`config.mk`:
```
export PLATFORM = sky130hd
export DESIGN_NAME = lru_recency_list
export DESIGN_NICKNAME = d
export VERILOG_FILES = /design/src/hdl/lru_rl_pkg.sv /design/src/hdl/lru_recency_list.sv /design/src/hdl/lru_rl_core.sv
export VERILOG_INCLUDE_DIRS = /design/src /design/src/hdl
export SDC_FILE = /design/constraint.sdc
export NUM_CORES = 1
export LEC_CHECK = 0
export BUFFER_PORTS_ARGS = -buffer_cell sky130_fd_sc_hd__buf_2
export CORE_ASPECT_RATIO = 0.8
export CORE_MARGIN = 2
export CORE_UTILIZATION = 60
export DETAILED_ROUTE_END_ITERATION = 12
export GPL_ROUTABILITY_DRIVEN = 0
export PLACE_DENSITY = 0.76
export REMOVE_ABC_BUFFERS = 1
export SYNTH_ARGS = -nofsm -noshare
export SYNTH_HDL_FRONTEND = slang
export SYNTH_SLANG_ARGS = --single-unit
```
`constraint.sdc`:
```
create_clock -name clk -period 8.03 [get_ports clk]
set_input_delay 1.606 -clock clk [delete_from_list [all_inputs] [get_ports clk]]
set_output_delay 1.606 -clock clk [all_outputs]
set_load 0.1 [all_outputs]
```
`src/hdl/lru_recency_list_assert.svh`:
```
// Assertion macros shared by the recency list RTL.
// Each macro expects clk and rst_n in scope and checks only outside reset.
`ifndef LRU_RECENCY_LIST_ASSERT_SVH
`define LRU_RECENCY_LIST_ASSERT_SVH

// Same-cycle implication.
`define LRU_RL_ASSERT_IMPL(name, ante, cons) \
  name: assert property (@(posedge clk) disable iff (!rst_n) (ante) |-> (cons)) \
    else $error("lru_recency_list: same-cycle check failed");

// Next-cycle implication.
`define LRU_RL_ASSERT_NEXT(name, ante, cons) \
  name: assert property (@(posedge clk) disable iff (!rst_n) (ante) |=> (cons)) \
    else $error("lru_recency_list: next-cycle check failed");

`endif

```
`src/hdl/lru_rl_pkg.sv`:
```
package lru_rl_pkg;

  // Field widths of the request and result items
  localparam int ENTRY_W = 4;
  localparam int ENTRY_SPAN = 1 << ENTRY_W;

  // Default pool size
  localparam int LRU_NUM_FRAMES = 16;

  // Operation codes
  typedef enum logic [1:0] {
    FN_INSERT = 2'd0,
    FN_TOUCH  = 2'd1,
    FN_REMOVE = 2'd2,
    FN_EVICT  = 2'd3
  } func_t;

  typedef struct packed {
    func_t              func;
    logic [ENTRY_W-1:0] entry_index;
  } req_t;

  typedef struct packed {
    logic [ENTRY_W-1:0] victim_entry;
    logic               victim_valid;
    logic               status;
  } res_t;

endpackage

```
`src/hdl/lru_recency_list.sv`:
```
// Channel  Direction  Payload
// in_      slave      tuser: func; tdata: entry_index
// out_     master     tuser: victim_valid, status; tdata: victim_entry
//
// One item per cycle sustained while out_tready holds; an accepted item passes the request and result registers.
// The list update sits between the request register and the result register.
// rst_n (synchronous) empties the list; link entries need no clearing.
// A stalled result holds the request register, and in_tready drops only then.
module lru_recency_list #(
  parameter int NUM_FRAMES = lru_rl_pkg::LRU_NUM_FRAMES
) (
  input  logic       clk,
  input  logic       rst_n,
  input  logic       in_tvalid,
  output logic       in_tready,
  input  logic [7:0] in_tdata,   // [3:0] entry_index, [7:4] zero
  input  logic [1:0] in_tuser,   // [1:0] func
  output logic       out_tvalid,
  input  logic       out_tready,
  output logic [7:0] out_tdata,  // [3:0] victim_entry, [7:4] zero
  output logic [1:0] out_tuser   // [0] victim_valid, [1] status
);
  import lru_rl_pkg::*;

  logic in_valid_r;
  req_t req_r;
  logic out_valid_r;
  res_t res_r;
  res_t core_res;
  logic advance;

  // Output register free or draining this cycle
  assign advance   = !out_valid_r || out_tready;
  assign in_tready = !in_valid_r || advance;

  // Capture the request item
  always_ff @(posedge clk) begin
    if (!rst_n) begin
      in_valid_r <= 1'b0;
    end else if (in_tready) begin
      in_valid_r <= in_tvalid;
    end
  end

  always_ff @(posedge clk) begin
    if (in_tready && in_tvalid) begin
      req_r.func        <= func_t'(in_tuser);
      req_r.entry_index <= in_tdata[ENTRY_W-1:0];
    end
  end

  lru_rl_core #(
    .NUM_FRAMES (NUM_FRAMES)
  ) u_core (
    .clk       (clk),
    .rst_n     (rst_n),
    .req_valid (in_valid_r && advance),
    .req       (req_r),
    .res       (core_res)
  );

  // Register the result item
  always_ff @(posedge clk) begin
    if (!rst_n) begin
      out_valid_r <= 1'b0;
    end else if (advance) begin
      out_valid_r <= in_valid_r;
    end
  end

  always_ff @(posedge clk) begin
    if (advance && in_valid_r) begin
      res_r <= core_res;
    end
  end

  assign out_tvalid = out_valid_r;
  assign out_tdata  = {4'b0, res_r.victim_entry};
  assign out_tuser  = {res_r.status, res_r.victim_valid};

endmodule

```
`src/hdl/lru_rl_core.sv`:
```
module lru_rl_core #(
  parameter int NUM_FRAMES = lru_rl_pkg::LRU_NUM_FRAMES
) (
  input  logic              clk,
  input  logic              rst_n,
  input  logic              req_valid,
  input  lru_rl_pkg::req_t  req,
  output lru_rl_pkg::res_t  res
);
  import lru_rl_pkg::*;

  // Only frames reachable through the 4-bit index ever get links
  localparam int LINK_DEPTH = (NUM_FRAMES < ENTRY_SPAN) ? NUM_FRAMES : ENTRY_SPAN;
  localparam int LIDX_W = $clog2(LINK_DEPTH);
  localparam int PTR_W = $clog2(NUM_FRAMES + 1);
  localparam logic [PTR_W-1:0] NULL_PTR = PTR_W'(NUM_FRAMES);

  logic [PTR_W-1:0]  next_r [LINK_DEPTH];
  logic [PTR_W-1:0]  prev_r [LINK_DEPTH];
  logic [PTR_W-1:0]  next_nxt [LINK_DEPTH];
  logic [PTR_W-1:0]  prev_nxt [LINK_DEPTH];
  logic [PTR_W-1:0]  head_r, head_nxt;
  logic [PTR_W-1:0]  tail_r, tail_nxt;
  logic [LINK_DEPTH-1:0] member_r, member_nxt;

  logic [LIDX_W-1:0] a_idx;
  logic [PTR_W-1:0]  f_ptr;
  logic [PTR_W-1:0]  nx, pv, app_tail;
  logic              in_range, is_member, nx_frame, pv_frame;
  logic              do_unlink, do_append, set_mem, clr_mem;

  // Decode the request against the current list
  always_comb begin
    a_idx     = (req.func == FN_EVICT) ? head_r[LIDX_W-1:0] : req.entry_index[LIDX_W-1:0];
    f_ptr     = PTR_W'(req.entry_index);
    in_range  = (int'(req.entry_index) < NUM_FRAMES);
    is_member = in_range && member_r[a_idx];
    nx        = next_r[a_idx];
    pv        = prev_r[a_idx];
    nx_frame  = (nx != NULL_PTR);
    pv_frame  = (pv != NULL_PTR);

    do_unlink = 1'b0;
    do_append = 1'b0;
    set_mem   = 1'b0;
    clr_mem   = 1'b0;
    res       = '0;

    unique case (req.func)
      FN_INSERT: begin
        if (!in_range || is_member) begin
          res.status = 1'b1;
        end else begin
          do_append = 1'b1;
          set_mem   = 1'b1;
        end
      end
      FN_TOUCH: begin
        if (!is_member) begin
          res.status = 1'b1;
        end else if (tail_r != f_ptr) begin
          do_unlink = 1'b1;
          do_append = 1'b1;
        end
      end
      FN_REMOVE: begin
        if (!is_member) begin
          res.status = 1'b1;
        end else begin
          do_unlink = 1'b1;
          clr_mem   = 1'b1;
        end
      end
      FN_EVICT: begin
        if (head_r == NULL_PTR) begin
          res.status = 1'b1;
        end else begin
          do_unlink          = 1'b1;
          clr_mem            = 1'b1;
          res.victim_valid   = 1'b1;
          res.victim_entry   = ENTRY_W'(head_r);
        end
      end
      default: res.status = 1'b1;
    endcase
  end

  // Build the updated links: unlink first, then append at the tail
  always_comb begin
    next_nxt   = next_r;
    prev_nxt   = prev_r;
    head_nxt   = head_r;
    tail_nxt   = tail_r;
    member_nxt = member_r;

    if (do_unlink) begin
      if (nx_frame) begin
        prev_nxt[nx[LIDX_W-1:0]] = pv;
      end else begin
        tail_nxt = pv;
      end
      if (pv_frame) begin
        next_nxt[pv[LIDX_W-1:0]] = nx;
      end else begin
        head_nxt = nx;
      end
    end

    app_tail = (do_unlink && !nx_frame) ? pv : tail_r;

    if (do_append) begin
      next_nxt[a_idx] = NULL_PTR;
      prev_nxt[a_idx] = app_tail;
      if (app_tail != NULL_PTR) begin
        next_nxt[app_tail[LIDX_W-1:0]] = f_ptr;
      end else begin
        head_nxt = f_ptr;
      end
      tail_nxt = f_ptr;
    end

    if (set_mem) begin
      member_nxt[a_idx] = 1'b1;
    end
    if (clr_mem) begin
      member_nxt[a_idx] = 1'b0;
    end
  end

  // Hold list pointers and membership
  always_ff @(posedge clk) begin
    if (!rst_n) begin
      head_r   <= NULL_PTR;
      tail_r   <= NULL_PTR;
      member_r <= '0;
    end else if (req_valid) begin
      head_r   <= head_nxt;
      tail_r   <= tail_nxt;
      member_r <= member_nxt;
    end
  end

  // Hold link entries; a frame's links are written before they are read
  always_ff @(posedge clk) begin
    if (req_valid) begin
      next_r <= next_nxt;
      prev_r <= prev_nxt;
    end
  end

`include "lru_recency_list_assert.svh"

  `LRU_RL_ASSERT_IMPL(a_ends_agree, 1'b1, (head_r == NULL_PTR) == (tail_r == NULL_PTR))
  `LRU_RL_ASSERT_IMPL(a_empty_no_members, 1'b1, (head_r == NULL_PTR) == (member_r == '0))
  `LRU_RL_ASSERT_IMPL(a_victim_was_member, req_valid && res.victim_valid, member_r[a_idx])
  `LRU_RL_ASSERT_NEXT(a_insert_at_tail, req_valid && req.func == FN_INSERT && !res.status, tail_r == $past(f_ptr))

endmodule
```
== Yosys cells after proc, flatten, opt, wreduce, memory -nomap -nowiden ==
Index checks and enable logic that the tools add are counted.

* Register bits: 200
* Input bits: 14
* Logic and storage cells: 142

* $lt $le $gt $ge: 10
* Eq/ne operators: 9
* Multiplexer cells: 52
* Bitwise logic cells: 11
* Reductions and logical operators: 18

{| class="wikitable"
|+ Operator list
! kind !! count
|-
| $mux W80 || 7
|-
| $bwmux W80 || 4
|-
| $demux W5 S4 || 4
|-
| $mux W5 || 16
|-
| $and A64 B64 Y64 || 1
|-
| $not A64 Y64 || 1
|-
| $bmux W5 S4 || 2
|-
| $mux W16 || 2
|-
| $or A16 B16 Y16 || 2
|-
| $ge A5 B5 Y1 const B || 4
|-
| $lt A5 B1 Y1 const B || 4
|-
| $not A4 Y5 || 4
|-
| $and A16 B16 Y16 || 1
|-
| $not A16 Y16 || 1
|-
| $ne A5 B5 Y1 const B || 3
|-
| $mux W1 || 10
|-
| $logic_and A1 B1 Y1 || 8
|-
| $pmux W1 S3 || 2
|-
| $eq A5 B5 Y1 const B || 1
|-
| $lt A4 B5 Y1 const B || 1
|-
| $ne A5 B4 Y1 || 1
|-
| $bmux W1 S4 || 1
|-
| $demux W1 S4 || 1
|-
| $eq A2 B2 Y1 const B || 2
|-
| 12 further kinds || 17
|}

== Longest topological paths before layout ==
* Depth in word-level cells: 18
* Depth in mapped cells: 15
* Depth with buffers taken out: 9

== Cells and area by module ==
From an unflattened synthesis, not the netlist that was laid out.

* Cells, all modules: 1,208
* Area total of the unflattened synthesis: 12,827.3 um2

{| class="wikitable"
|+ By module, submodules not included
! module !! times used !! cells each !! area each (um2) !! sequential area each (um2)
|-
| lru_rl_core || 1 || 1,182 || 12,329.3 || 5,325.1
|-
| lru_recency_list || 1 || 26 || 498.0 || 400.4
|}

== Worst setup path after synthesis ==
Ideal clock, no wire load.

* Kind: input -> register
* Start point: in out_tready
* End point: reg u_core.head_r[4]
* Library setup time: 0.136 ns
* Data arrival time: 6.336 ns
* Data required time: 7.894 ns
* Path slack: 1.558 ns
* Stages on the path: 8
* Buffers on the path: 1
* Path through: nor2b_1 > nand2b_1 > clkbuf_1 > inv_1 > nand2_1 > nor3_1 > or3b_2 > nand3_1

* Longest elaborated chain between the ends: 2

{| class="wikitable"
|+ Ends and longest elaborated chain
! element !! RTL line !! RTL
|-
| start, declared || lru_recency_list.sv:19 || <nowiki>input logic out_tready,</nowiki>
|-
| $logic_or A1 B1 Y1 || lru_recency_list.sv:33 || <nowiki>assign advance = !out_valid_r || out_tready;</nowiki>
|-
| $logic_and A1 B1 Y1 || lru_recency_list.sv:57 || <nowiki>.req_valid (in_valid_r && advance),</nowiki>
|-
| named net u_core.req_valid || lru_rl_core.sv:6 || <nowiki>input logic req_valid,</nowiki>
|-
| end signal, assigned || lru_rl_core.sv:137 || <nowiki>head_r <= head_nxt;</nowiki>
|-
| end, declared || lru_rl_core.sv:22 || <nowiki>logic [PTR_W-1:0] head_r, head_nxt;</nowiki>
|}

The timed path passes the listed nets, and every way through them passes these cells.
A chain may end at the register's enable or synchronous reset.

==> results.txt <==
Cells after synthesis: 1,193
First-pass detailed-route iteration total: 6
Initial antenna violation count: 0
Min-Delay Path Class: reg -> reg
Area leader, netlist: edfxtp_1
Yosys top cell area share: 40.0%
Netlist Area Pre-Place: 12,900 um^2
CTS tree: done
Global-route wire length before repair: 59,300 um
DIE HEIGHT: 135 um
Fin crit period: 5.97 ns
TritonCTS Buffers: 17
Via/cell ratio: 7.38
Worst IR Drop VDD: 0.114 mV
Fraction of the cycle the final worst path needs: 74.4%
Clk pin slew, worst setup/hold paths: 0.08 ns
Slew of the pin with the lowest slew margin: 1.30 ns
Total grt overflow: 0
Critical Path Fanout Max: 32
Drt total wl: 37,900 um
Post-route setup TNS: 0 ns
Fin Hold WS: 0.521 ns
RSZ-0062 raised after global routing: false
Syn_area_per_cell: 10.8 um^2
Worst-Skew Late Latency: 0.46 ns
Root Driver: clkbuf_16
Relative slew slack: 12.9%
Final Util: 65.5%
Maximum clock insertion buffer count: 2
Vias in the first global route: 10,100
Syn. warnings: 0
Row cnt: 47
Final Max Tran Viols: 0
Post-CTS sizing: 0
Yosys reg bits: 200
CTS Hold Bufs: 0
Critical path class: reg -> reg
Sequential area share after synthesis: 44.4%
GRT Overall Usage: 34.2%
Layout cell share with drive strength beyond 1: 14.2%
Library cells used by synthesis: 75
Status: complete, no violations
# Post-CTS Setup Buffers: 0
Max Cap Viol: 0
Clock Sinks: 200
H-tree level count: 4
Async S/R FF share, synth: 0%
Width of the die: 168 um
Initial core utilization: 61.8%
DR vias: 10,500
1st-iter DRT viols: 1,674
Core box area: 20,900 um^2
Top_reg_cell synth: edfxtp_1
Pwr dens: 193 nW/um^2
# diodes: 0
# port buffers: 17
Post-synth EDFFs: 172
Die area: 22,700 um^2
Synth top area cells: edfxtp_1 40%, mux2i_1 14%, mux4_2 4.9%, dfxtp_1 4.3%, o2bb2ai_1 3.3%
Drt wl/cell: 26.6 um
Pleak: 5.08 nW
Post-route ant nets: 0
Worst Skew: 0.0120 ns
Final setup violation count: 0
Largest net degree at the start of global routing: 88
Worst setup EP type: flop
Critical Path RT: 8.22 ns
CP Launch Type: flop
Peak Freq: 167 MHz
WP data arrival: 6.17 ns
Final net count: 1,161
Post-DP HPWL: 25,200 um
IO Count: 26
Area Overhead vs Synth: 5.97%
DRC: 0
Endpoints failing hold: 0
-- worst max-delay path, cell delays in order (launching register included) --
cell and delay (ns):
edfxtp_1 0.39, ha_1 0.81, mux2i_4 0.34, buf_4 0.53
mux4_2 0.61, nand2_1 0.09, nand4_1 0.77, and3_1 0.72
nand2_1 0.62, o21ai_0 0.50, o2bb2ai_1 0.25
-- cell usage in the layout (no fill, tap or decap), types with 18 or more instances in the layout --
cell	instances
nand3_1	58
nand2_1	76
buf_4	23
o2bb2ai_1	48
a21oi_1	82
clkbuf_16	20
dfxtp_1	28
nor3_1	22
mux2i_1	185
o221a_2	20
o21ai_0	49
o211ai_1	19
mux2_2	18
o221ai_1	24
nor2_1	69
mux4_2	28
edfxtp_1	172
-- flip-flops by register name, indices dropped and copies added (netlist names) --
signal / flops
u_core.prev_r: 80
u_core.head_r: 5
in_valid_r: 1
out_tvalid: 1
u_core.tail_r: 5
u_core.member_r: 16
u_core.next_r: 80
out_tuser: 2
req_r: 6
out_tdata: 4
-- final cells by class --
type,instances,area [um^2]
Sequential cell,200,5730
Clock buffer,20,500
Timing Repair Buffer,40,258
Multi-Input combinational cell,871,6680
Fill cell,1594,7200
Tap cell,269,337
Clock inverter,12,126
Inverter,13,53.8
-- power breakdown --
| group | leakage (nW) | total [mW] | switching (mW) | internal (mW) |
|---|---|---|---|---|
| registers | 1.84 | 1.22 | 0.0289 | 1.19 |
| clock network | 0.314 | 0.921 | 0.427 | 0.494 |
| logic | 2.92 | 0.508 | 0.359 | 0.149 |
| total | 5.08 | 2.65 | 0.816 | 1.83 |
-- worst paths after layout --
path,start,endpoint,slack [ns],depth (start not counted)
setup / recovery,req_r[5],u_core.next_r[28],2.06,10
hold / removal,in_valid_r,out_tvalid,0.52,1
setup reg to reg,req_r[5],u_core.next_r[28],2.06,10
hold reg to reg,in_valid_r,out_tvalid,0.52,1
-- cell families (layout without fill, tap and decap cells) --
logic type,Yosys count,after routing,share of synthesized area (%)
multiplexers,234,234,21.1
buffers and inverters,125,85,4.30
other,1,4,0.0291
adder cells (fa/ha/maj),4,4,0.388
AO/OA/AOI/OAI,304,304,16.8
flip-flops,200,200,44.4
AND/OR/NAND/NOR,321,321,12.7
XOR/XNOR,4,4,0.271
-- stage by stage --
stage | setup WS (ns) | cell area, um^2 | cells | total power [mW]
floorplan | 1.62 | 12400 | 1084 | 1.56
global placement | 2.36 | 13100 | 1393 | 1.71
detailed placement | 2.29 | 13100 | 1393 | 1.73
CTS | 2.26 | 13700 | 1425 | 2.63
global route | 1.76 | 13700 | 1425 | 2.71
finish | 2.06 | 13700 | 1425 | 2.65
-- cells in the mapped netlist, drive strengths merged (7+ instances only) --
| cell | count |
|---|---|
| or4 | 8 |
| edfxtp | 172 |
| buf | 48 |
| nor3 | 25 |
| mux4 | 28 |
| nand2 | 76 |
| o41ai | 9 |
| clkbuf | 64 |
| mux2 | 19 |
| or2 | 7 |
| inv | 9 |
| o221a | 20 |
| nand3 | 58 |
| o221ai | 24 |
| o211ai | 19 |
| a21oi | 83 |
| mux2i | 187 |
| nor4 | 8 |
| a21boi | 18 |
| o2bb2ai | 48 |
| and3 | 13 |
| nand4 | 12 |
| dfxtp | 28 |
| nor2 | 72 |
| o21ai | 50 |
-- routing by layer --
| layer | GRT usage, % | routed length, um | vias to the layer above |
|---|---|---|---|
| met5 | 0 | 0 | - |
| met4 | 12.8 | 1140 | 0 |
| met3 | 7.65 | 4640 | 96 |
| met2 | 51.1 | 16600 | 739 |
| met1 | 49.4 | 15600 | 5096 |
| li1 | - | - | 4592 |
Note: power is estimated with default switching activity, not from simulation.
